$ cat src/sv/tcsc_pkg.sv
// Shared types, constants and helper functions for the symmetry canonicaliser.
// Needs nothing else; the interfaces and the top level import it.
`default_nettype none

package tcsc_pkg;

    localparam int CODE_W     = 44;
    localparam int NUM_DIGITS = 10;
    localparam int DIGIT_W    = 5;
    localparam int NUM_STATES = 5;
    localparam int NUM_PERMS  = 24;
    localparam int MULT_W     = 5;
    localparam int KEY_W      = NUM_DIGITS * DIGIT_W;
    localparam int DIGIT_BASE = 20;
    localparam int MAX_DIGIT  = DIGIT_BASE - 1;
    localparam int STRIDE_W   = 2;
    localparam int STATE_W    = 3;

    typedef logic [CODE_W-1:0]  code_t;
    typedef logic [CODE_W:0]    diff_t;
    typedef logic [DIGIT_W-1:0] digit_t;
    typedef logic [KEY_W-1:0]   key_t;
    typedef logic [STATE_W-1:0] state_t;
    typedef logic [MULT_W-1:0]  mult_t;
    typedef logic [NUM_PERMS-1:0] perm_vec_t;

    // Start state stays at 0; states 1..4 take every ordering.
    localparam state_t PERM_MAP [NUM_PERMS][NUM_STATES] = '{
        '{3'd0, 3'd1, 3'd2, 3'd3, 3'd4}, '{3'd0, 3'd1, 3'd2, 3'd4, 3'd3},
        '{3'd0, 3'd1, 3'd3, 3'd2, 3'd4}, '{3'd0, 3'd1, 3'd3, 3'd4, 3'd2},
        '{3'd0, 3'd1, 3'd4, 3'd2, 3'd3}, '{3'd0, 3'd1, 3'd4, 3'd3, 3'd2},
        '{3'd0, 3'd2, 3'd1, 3'd3, 3'd4}, '{3'd0, 3'd2, 3'd1, 3'd4, 3'd3},
        '{3'd0, 3'd2, 3'd3, 3'd1, 3'd4}, '{3'd0, 3'd2, 3'd3, 3'd4, 3'd1},
        '{3'd0, 3'd2, 3'd4, 3'd1, 3'd3}, '{3'd0, 3'd2, 3'd4, 3'd3, 3'd1},
        '{3'd0, 3'd3, 3'd1, 3'd2, 3'd4}, '{3'd0, 3'd3, 3'd1, 3'd4, 3'd2},
        '{3'd0, 3'd3, 3'd2, 3'd1, 3'd4}, '{3'd0, 3'd3, 3'd2, 3'd4, 3'd1},
        '{3'd0, 3'd3, 3'd4, 3'd1, 3'd2}, '{3'd0, 3'd3, 3'd4, 3'd2, 3'd1},
        '{3'd0, 3'd4, 3'd1, 3'd2, 3'd3}, '{3'd0, 3'd4, 3'd1, 3'd3, 3'd2},
        '{3'd0, 3'd4, 3'd2, 3'd1, 3'd3}, '{3'd0, 3'd4, 3'd2, 3'd3, 3'd1},
        '{3'd0, 3'd4, 3'd3, 3'd1, 3'd2}, '{3'd0, 3'd4, 3'd3, 3'd2, 3'd1}
    };

    // mult * 20^(9-pos), worked out at elaboration
    function automatic diff_t digit_step(input int pos, input int mult);
        logic [63:0] w;
        w = 64'd1;
        for (int i = 0; i < NUM_DIGITS - 1 - pos; i++)
        begin
            w = w * 64'(DIGIT_BASE);
        end
        w = w * 64'(mult);
        return w[CODE_W:0];
    endfunction

    // next-state relabel; codes above the last state never occur in range
    function automatic state_t map_state(input int p, input state_t ns);
        state_t r;
        r = '0;
        case (ns)
            3'd0:    r = PERM_MAP[p][0];
            3'd1:    r = PERM_MAP[p][1];
            3'd2:    r = PERM_MAP[p][2];
            3'd3:    r = PERM_MAP[p][3];
            3'd4:    r = PERM_MAP[p][4];
            default: r = '0;
        endcase
        return r;
    endfunction

    // 24 / count, integer quotient
    function automatic mult_t orbit_size(input mult_t cnt);
        mult_t r;
        r = '0;
        case (cnt) inside
            5'd1:            r = 5'd24;
            5'd2:            r = 5'd12;
            5'd3:            r = 5'd8;
            5'd4:            r = 5'd6;
            5'd5, 5'd6:      r = 5'd4;
            5'd7, 5'd8:      r = 5'd3;
            [5'd9:5'd12]:    r = 5'd2;
            [5'd13:5'd24]:   r = 5'd1;
            default:         r = '0;
        endcase
        return r;
    endfunction

endpackage

`default_nettype wire

$ cat src/sv/tcsc_if.sv
// Request and result channel interfaces for the symmetry canonicaliser.
// Depends on tcsc_pkg for payload types.
`default_nettype none

interface tcsc_item_if;
    import tcsc_pkg::*;
    logic  valid;
    logic  ready;
    code_t machine_code;
    modport source (output valid, output machine_code, input ready);
    modport sink   (input valid, input machine_code, output ready);
endinterface

interface tcsc_result_if;
    import tcsc_pkg::*;
    logic  valid;
    logic  ready;
    mult_t multiplicity;
    logic  is_canonical;
    logic  out_of_range;
    modport source (output valid, output multiplicity, output is_canonical,
                    output out_of_range, input ready);
    modport sink   (input valid, input multiplicity, input is_canonical,
                    input out_of_range, output ready);
endinterface

`default_nettype wire

$ cat src/sv/turing_code_symmetry_canonicalizer_top.sv
// Top level of the symmetry canonicaliser: digit split pipeline, relabel compare,
// orbit size. Depends on tcsc_pkg and the interfaces in tcsc_if.sv.
//
//   channel   dir   payload                                    handshake
//   item      in    machine_code[43:0]                         valid/ready
//   result    out   multiplicity[4:0], is_canonical,           valid/ready
//                   out_of_range
//
// One request per cycle when not stalled: ten stages each peel one base-20
// digit by parallel trial subtraction, one stage compares all 24 relabelings,
// one stage counts fixers and registers the result.
// Each stage holds its own valid bit and loads when empty or when the next one
// moves, so stalls only back up as far as the bubbles allow. Reset clears the
// valid bits only.
`default_nettype none

module turing_code_symmetry_canonicalizer_top (
    input  logic                 clk,
    input  logic                 rst_n,
    tcsc_item_if.sink            item,
    tcsc_result_if.source        result
);
    import tcsc_pkg::*;

    // digit stages
    logic [NUM_DIGITS-1:0] dv_reg;
    logic [NUM_DIGITS-1:0] stage_rdy;
    code_t  rem_reg  [NUM_DIGITS];
    code_t  rem_next [NUM_DIGITS];
    digit_t dig_reg  [NUM_DIGITS][NUM_DIGITS];
    digit_t dig_next [NUM_DIGITS][NUM_DIGITS];
    logic [NUM_DIGITS-1:0] oor_reg;
    logic [NUM_DIGITS-1:0] oor_next;
    logic [NUM_DIGITS-1:0] src_valid;

    // compare stage
    logic      cv_reg;
    logic      cmp_rdy;
    perm_vec_t eq_reg, eq_next;
    perm_vec_t lt_reg, lt_next;
    logic      coor_reg;

    // output stage
    logic  ov_reg;
    logic  out_rdy;
    mult_t mult_reg, mult_next;
    logic  canon_reg, canon_next;
    logic  ooro_reg;

    assign out_rdy = ~ov_reg | result.ready;
    assign cmp_rdy = ~cv_reg | out_rdy;

    always_comb
    begin
        stage_rdy[NUM_DIGITS-1] = ~dv_reg[NUM_DIGITS-1] | cmp_rdy;
        for (int k = NUM_DIGITS - 2; k >= 0; k--)
        begin
            stage_rdy[k] = ~dv_reg[k] | stage_rdy[k+1];
        end
    end

    assign item.ready = stage_rdy[0];

    genvar gk;
    generate
        for (gk = 0; gk < NUM_DIGITS; gk++)
        begin : g_digit
            code_t  src_rem;
            digit_t src_dig [NUM_DIGITS];
            logic   src_oor;

            if (gk == 0)
            begin : g_first
                always_comb
                begin
                    src_rem = item.machine_code;
                    for (int i = 0; i < NUM_DIGITS; i++)
                    begin
                        src_dig[i] = '0;
                    end
                    src_oor = 1'b0;
                end
                assign src_valid[gk] = item.valid;
            end
            else
            begin : g_rest
                always_comb
                begin
                    src_rem = rem_reg[gk-1];
                    for (int i = 0; i < NUM_DIGITS; i++)
                    begin
                        src_dig[i] = dig_reg[gk-1][i];
                    end
                    src_oor = oor_reg[gk-1];
                end
                assign src_valid[gk] = dv_reg[gk-1];
            end

            // largest multiple of the digit weight that fits gives the digit
            always_comb
            begin
                diff_t  diff;
                digit_t d;
                code_t  r;
                diff = '0;
                d    = '0;
                r    = src_rem;
                for (int j = 1; j <= MAX_DIGIT; j++)
                begin
                    diff = {1'b0, src_rem} - digit_step(gk, j);
                    if (!diff[CODE_W])
                    begin
                        d = DIGIT_W'(j);
                        r = diff[CODE_W-1:0];
                    end
                end
                rem_next[gk] = r;
                for (int i = 0; i < NUM_DIGITS; i++)
                begin
                    dig_next[gk][i] = (i == gk) ? d : src_dig[i];
                end
                if (gk == 0)
                begin
                    diff = {1'b0, src_rem} - digit_step(gk, DIGIT_BASE);
                    oor_next[gk] = ~diff[CODE_W];
                end
                else
                begin
                    oor_next[gk] = src_oor;
                end
            end
        end
    endgenerate

    // apply every relabeling and compare against the original digit string
    always_comb
    begin
        digit_t nd [NUM_DIGITS];
        digit_t x;
        key_t   orig;
        key_t   key;
        int     dst;
        orig = '0;
        for (int i = 0; i < NUM_DIGITS; i++)
        begin
            orig[KEY_W-1-DIGIT_W*i -: DIGIT_W] = dig_reg[NUM_DIGITS-1][i];
        end
        for (int p = 0; p < NUM_PERMS; p++)
        begin
            for (int i = 0; i < NUM_DIGITS; i++)
            begin
                nd[i] = '0;
            end
            for (int s = 0; s < NUM_STATES; s++)
            begin
                for (int t = 0; t < 2; t++)
                begin
                    x   = dig_reg[NUM_DIGITS-1][NUM_DIGITS-1-2*s-t];
                    dst = NUM_DIGITS - 1 - 2 * int'(PERM_MAP[p][s]) - t;
                    nd[dst] = {map_state(p, x[DIGIT_W-1:STRIDE_W]), x[STRIDE_W-1:0]};
                end
            end
            key = '0;
            for (int i = 0; i < NUM_DIGITS; i++)
            begin
                key[KEY_W-1-DIGIT_W*i -: DIGIT_W] = nd[i];
            end
            eq_next[p] = (key == orig);
            lt_next[p] = (key < orig);
        end
    end

    always_comb
    begin
        if (coor_reg)
        begin
            mult_next  = '0;
            canon_next = 1'b0;
        end
        else
        begin
            mult_next  = orbit_size(MULT_W'($countones(eq_reg)));
            canon_next = ~(|lt_reg);
        end
    end

    always_ff @(posedge clk or negedge rst_n)
    begin
        if (!rst_n)
        begin
            dv_reg <= '0;
            cv_reg <= 1'b0;
            ov_reg <= 1'b0;
        end
        else
        begin
            for (int k = 0; k < NUM_DIGITS; k++)
            begin
                if (stage_rdy[k])
                begin
                    dv_reg[k] <= src_valid[k];
                end
            end
            if (cmp_rdy)
            begin
                cv_reg <= dv_reg[NUM_DIGITS-1];
            end
            if (out_rdy)
            begin
                ov_reg <= cv_reg;
            end
        end
    end

    always_ff @(posedge clk)
    begin
        for (int k = 0; k < NUM_DIGITS; k++)
        begin
            if (stage_rdy[k] && src_valid[k])
            begin
                rem_reg[k] <= rem_next[k];
                oor_reg[k] <= oor_next[k];
                for (int i = 0; i < NUM_DIGITS; i++)
                begin
                    dig_reg[k][i] <= dig_next[k][i];
                end
            end
        end
        if (cmp_rdy && dv_reg[NUM_DIGITS-1])
        begin
            eq_reg   <= eq_next;
            lt_reg   <= lt_next;
            coor_reg <= oor_reg[NUM_DIGITS-1];
        end
        if (out_rdy && cv_reg)
        begin
            mult_reg  <= mult_next;
            canon_reg <= canon_next;
            ooro_reg  <= coor_reg;
        end
    end

    assign result.valid        = ov_reg;
    assign result.multiplicity = mult_reg;
    assign result.is_canonical = canon_reg;
    assign result.out_of_range = ooro_reg;

endmodule

`default_nettype wire

$ cat src/flat_wrapper.sv
// flat-port wrapper written by rule: the top's interface ports become plain ports
module turing_code_symmetry_canonicalizer_top_flat import tcsc_pkg::*;
  (clk, rst_n, item_valid, item_machine_code, item_ready, result_valid, result_multiplicity, result_is_canonical, result_out_of_range, result_ready);
  tcsc_item_if item_i ();
  tcsc_result_if result_i ();
  input  logic clk;
  input  logic rst_n;
  input wire logic [$bits(item_i.valid)-1:0] item_valid;
  input wire logic [$bits(item_i.machine_code)-1:0] item_machine_code;
  output wire logic [$bits(item_i.ready)-1:0] item_ready;
  output wire logic [$bits(result_i.valid)-1:0] result_valid;
  output wire logic [$bits(result_i.multiplicity)-1:0] result_multiplicity;
  output wire logic [$bits(result_i.is_canonical)-1:0] result_is_canonical;
  output wire logic [$bits(result_i.out_of_range)-1:0] result_out_of_range;
  input wire logic [$bits(result_i.ready)-1:0] result_ready;
  assign item_i.valid = item_valid;
  assign item_i.machine_code = item_machine_code;
  assign item_ready = item_i.ready;
  assign result_valid = result_i.valid;
  assign result_multiplicity = result_i.multiplicity;
  assign result_is_canonical = result_i.is_canonical;
  assign result_out_of_range = result_i.out_of_range;
  assign result_i.ready = result_ready;
  turing_code_symmetry_canonicalizer_top u_core (.clk(clk), .rst_n(rst_n), .item(item_i), .result(result_i));
endmodule
$ cat config.mk
export PLATFORM = sky130hd
export DESIGN_NAME = turing_code_symmetry_canonicalizer_top_flat
export DESIGN_NICKNAME = d
export VERILOG_FILES = /design/src/sv/tcsc_pkg.sv /design/src/sv/tcsc_if.sv /design/src/sv/turing_code_symmetry_canonicalizer_top.sv /design/src/flat_wrapper.sv
export SDC_FILE = /design/constraint.sdc
export NUM_CORES = 2
export LEC_CHECK = 0
export BUFFER_PORTS_ARGS = -buffer_cell sky130_fd_sc_hd__buf_2
export CAP_MARGIN = 10
export CORE_MARGIN = 5
export CORE_UTILIZATION = 35
export DETAILED_ROUTE_END_ITERATION = 7
export PLACE_DENSITY = 0.46
export SLEW_MARGIN = 10
export SYNTH_ARGS = -nofsm -noshare
export SYNTH_HDL_FRONTEND = slang
export SYNTH_SLANG_ARGS = --single-unit
$ cat constraint.sdc
create_clock -name clk -period 6.57 [get_ports clk]
set_clock_uncertainty 0.05 [all_clocks]
set_input_delay 0.9855 -clock clk [delete_from_list [all_inputs] [get_ports clk]]
set_output_delay 0.9855 -clock clk [all_outputs]
set_load 0.1 [all_outputs]
==> Word-level counts from Yosys, hierarchy flattened <==
Memory sizes are Yosys's and may differ from the RTL's.
Cells that the tools add are included.
{ "word_totals": {"mem_count": 2, "romBits": 0, "out_inout_bits": 9, "in_bits": 48, "latchBits": 0, "word_cells": 1041, "ram_bits": 940, "reg_bits": 78} }
{ "op_classes": {"order_cmp": 28, "n_shift": 0, "n_eq_ne": 72, "add_sub_neg": 214, "n_reduce_logical": 20, "n_mul": 0, "bitwise": 26, "n_div": 0, "n_mux": 648} }
{ "mem_list": {"columns": ["memory", "depth", "width", "rd", "rd_ports_with_merged_regs", "wr", "line_no", "source"], "rows": [
  ["u_core.dig_reg", 10, 50, 10, 0, 10, "turing_code_symmetry_canonicalizer_top.sv:30", "digit_t dig_reg [NUM_DIGITS][NUM_DIGITS];"],
  ["u_core.rem_reg", 10, 44, 9, 0, 10, "turing_code_symmetry_canonicalizer_top.sv:28", "code_t rem_reg [NUM_DIGITS];"]
]} }
{ "op_table": {"columns": ["op", "count"], "rows": [
  ["$mux W44", 190],
  ["$pmux W3 S4", 240],
  ["$lt A50 B50 Y1", 24],
  ["$sub A44 B13 Y45 const B", 10],
  ["$sub A44 B26 Y45 const B", 10],
  ["$sub A44 B39 Y45 const B", 10],
  ["$eq A46 B46 Y1", 9],
  ["$sub A44 B43 Y45 const B", 9],
  ["$sub A44 B17 Y45 const B", 8],
  ["$sub A44 B30 Y45 const B", 8],
  ["$sub A44 B4 Y45 const B", 8],
  ["$sub A44 B9 Y45 const B", 8],
  ["$eq A42 B42 Y1", 8],
  ["$sub A44 B21 Y45 const B", 7],
  ["$sub A44 B22 Y45 const B", 7],
  ["$sub A44 B34 Y45 const B", 7],
  ["$sub A44 B35 Y45 const B", 7],
  ["$mux W5", 61],
  ["$mux W4", 72],
  ["$sub A44 B8 Y45 const B", 6],
  ["$eq A38 B38 Y1", 6],
  ["$sub A44 B12 Y45 const B", 5],
  ["$sub A44 B25 Y45 const B", 5],
  ["$sub A44 B38 Y45 const B", 5],
  ["51 further kinds", 278]
]} }

==> Depth between registers and ports, before layout <==
An unclocked memory read counts as a cell.
{ "depth": {"word_depth": 21, "mapped_depth": 19, "ltp_nobuf": 17} }

==> Least setup slack after synthesis <==
OpenSTA, ideal clock, no wires.
{ "synth_timing": {"path_type": "in2reg", "from": "in result_ready", "to": "mem u_core.dig_reg[0][90] (netlist bit), enable pin", "slack_ns": 0.274, "setup_ns": 0.545, "path_buffers": 0, "arrival_time_ns": 5.701, "required_time_ns": 5.975, "cell_stages": 7, "path_cell_list": "nor2b_1 -> and3_1 -> and3_1 -> and3_1 -> nand3_1 -> nor2_1 -> a21boi_0"} }
{ "synth_rtl": {"columns": ["item", "line_no", "source"], "rows": [
  ["start, declared", "flat_wrapper.sv:15", "input wire logic [$bits(result_i.ready)-1:0] result_ready;"],
  ["end, declared", "turing_code_symmetry_canonicalizer_top.sv:30", null]
]} }

==> summary.txt <==
Worst setup path
  – CP Capture Type: flip-flop
  – Launch point of the worst path: u_core.dig_reg[4][53]$_SDFFCE_PN0P_
  – Worst setup endpoint: u_core.lt_reg[9]$_DFFE_PP_
  – Slowest-stage cell, CP: a2111oi_0
  – Reg2Reg Depth: 18
  – Crit path largest cell delay: between 800 and 900 ps
  – R2r setup slk: approximately 780 ps
  – Most used cell, CP: a21o_1
  – Crit Path Class: reg2reg
  – Crit Path Max Fanout: 14
  – Type of element launching the critical path: flip-flop
  – Crit-path cells: inv_1 -> nand2_1 -> a21oi_1 -> ha_1 -> or3_1 -> a311oi_1 -> o31ai_1 -> a21o_1 -> a21o_1 -> a21o_1 -> a21o_1 -> a21oi_1 -> o211ai_1 -> a2111oi_0 -> buf_4 -> o221ai_1 -> a221oi_1 -> buf_4
  – Crit path DAT: 6390 ps
  – Critical Path RT: 7180 ps
  – Reg-to-Reg End: u_core.lt_reg[9]$_DFFE_PP_
  – FF-to-FF Start: u_core.dig_reg[4][53]$_SDFFCE_PN0P_

Floorplanning
  – I/O pin cnt: 57
  – Initial core utilization: 0.351
  – Rows: between 150 and 200
  – Die Width: 503 um
  – Core Area: 243000 um^2
  – Die area: 253000 um^2
  – Chip height: 503 um

Route
  – DRT iter0 DRCs: 14900
  – Drc violations: 0
  – Final ANT Viol Nets: 0
  – Routed vias: ~99000
  – DR WL/cell: 31.9 um
  – Vias per inst: 6.83
  – DR pass1 iterations: 7
  – WL final: 465000 um

Placed design
  – Placed Instances: 14400
  – Placed instance area: 90300 um^2
  – HPWL Detailed: about 370000 um
  – Port Buffers: 54
  – Final Wtd Congestion: 1.10
  – Dpl ws: ~1000 ps

Synthesis
  – Post-synth top area share: 0.252
  – Sequential area share after synthesis: 0.255
  – Cells after Synth: approximately 11000
  – Most instantiated library cell after synthesis: a21oi_1
  – Mean Syn Cell Area: ~7.5 um^2
  – Mapped Nets: ~12000
  – Flop and latch count out of synthesis: 725
  – Synth cell types: between 100 and 150
  – Asr flop ratio synth: 0.0166
  – Synth Cell Area: 85000 um^2
  – Synth top area cells: edfxtp_1 (25%), ha_1 (8.0%), a21oi_1 (7.1%)
  – Post-synth top flop: edfxtp_1
  – Ys Warns: 0
  – Post-synth EDFFs: ~700
  – Synth area leader: edfxtp_1
  – Synth cell count leaders: a21oi_1 (1202), nand2_1 (1181), o21ai_0 (1058)

Clocking
  – CTS Root Cell: clkbuf_16
  – Setup bufs post-CTS: 0
  – Clock Tree Buf Depth: 3
  – Post_cts resized: 0
  – Worst skew pair latency: 810 ps
  – TritonCTS clock tree: done
  – Clk sinks: 725
  – CTS Buf Count: 91
  – Clk pin slew, worst setup/hold paths: 60 ps
  – Number of H-tree levels: 3
  – Hold-fix buffers, CTS: 0

Power
  – Max IR drop VDD: 0.559 mV
  – Lkg Pwr: 34.1 nW
  – P per Cell Area: 282 nW/um^2
  – Total Power: 26.4 mW

Global routing
  – Vias in the first global route: about 90000
  – Total grt overflow: 0
  – Initial antenna violation count: 24
  – GRT Overall Usage: 0.349
  – Largest net degree at the start of global routing: 84
  – Global-route wire length before repair: 664000 um

Finish
  – # fillers: about 25000
  – Layout Nets: 11900
  – FF+latch area: 21700 um^2
  – Area of the multi-input gates: 59200 um^2
  – Share of cells above drive strength 1: 0.0843
  – Area grow syn2layout: 10.0%
  – Max reg flops: ~380
  – Final Non-Filler Cells: 14500
  – Design area: about 94000 um^2
  – Final core utilization: 0.386

Timing
  – Fmax: about 170 MHz
  – Final hold slack: between 60 and 70 ps
  – Max transition margin: 0.0145
  – Unrepaired setup endpoints after global routing: no
  – Max Slew Vio Count: 0
  – Fin crit share: 0.881
  – Tightest Pin Transition: roughly 1500 ps
  – Setup TNS: 0 ps
  – Hold Violations, Final: 0
  – # setup viols final: 0
  – Post-route setup slack: 781 ps
  – Min Clock Period, post-route: 5790 ps

Run status
  – Status: finished with violations
  – Failing checks: capacitance limit

Run
  – MaxCap Viol Count: 1

Hold path
  – Worst Hold Class: in2async
power by group:
group	internal (mW)	total, mW	switching (mW)
Sequential	6.24	7.34	1.09
Clock	3.11	5.36	2.25
Combinational	4.25	13.7	9.46
critical path, delay by kind of cell, from the launching register on:
family	cells	cell delay [ps]
buffers and inverters	3	830
AO/OA/AOI/OAI	12	2990
adder cells (fa/ha/maj)	1	350
flip-flops	1	860
AND/OR/NAND/NOR	2	560
worst min path at each step:
stage                                            to  slack (ps)                             from  cells after the start
floorplan                 u_core.coor_reg$_DFFE_PP_         350      u_core.oor_reg[9]$_DFFE_PP_                      0
global placement    u_core.dig_reg[4][60]$_DFFE_PP_         350  u_core.dig_reg[4][10]$_DFFE_PP_                      0
detailed placement  u_core.dig_reg[1][48]$_DFFE_PP_         350  u_core.dig_reg[0][98]$_DFFE_PP_                      0
CTS                    u_core.dv_reg[0]$_DFFE_PN0N_           5                            rst_n                      1
global route           u_core.dv_reg[0]$_DFFE_PN0N_          40                            rst_n                      1
finish                 u_core.dv_reg[0]$_DFFE_PN0N_          60                            rst_n                      1
routing by layer:
layer,GRT usage,vias to the layer above,share of wire
li1,-,43300,-
met5,0,-,0.00027
met3,0.0706,1263,0.10
met4,0.164,20,0.060
met1,0.470,48200,0.41
met2,0.537,6591,0.43
layout by cell type (no fill, tap or decap), types with 100 or more instances in the layout:
master / count
nand2b_1: 124
nor3_1: 411
xnor2_1: 214
ha_1: 541
a211oi_1: 166
nand3_1: 426
xor2_1: 117
inv_1: 288
edfxtp_1: 713
and2_1: 110
o31ai_1: 130
nor4_1: 147
nor2_1: 1000
a21o_1: 255
nor2b_1: 120
buf_4: 519
a21oi_1: 1199
and3_1: 109
a221oi_1: 100
o21ai_0: 1055
nand4_1: 159
a31oi_1: 293
o211ai_1: 177
o221ai_1: 136
nand2_1: 1181
cells by family after synthesis:
family,count (synthesis),synth area share
buffers and inverters,1129,0.0502
flip-flops,725,0.255
multiplexers,34,0.00412
XOR/XNOR,331,0.0341
AND/OR/NAND/NOR,4139,0.232
adder cells (fa/ha/maj),561,0.0842
AO/OA/AOI/OAI,4486,0.340
layout make-up:
class	instances	share of cell area
antenna	6	0.000161
sequential	725	0.232
clock inverter	64	0.00903
multi-input combinational	9551	0.633
timing repair buffer	576	0.0452
inverter	315	0.0126
clock buffer	106	0.0249
tap	3202	0.0428
(Power assumes the default switching activity.)
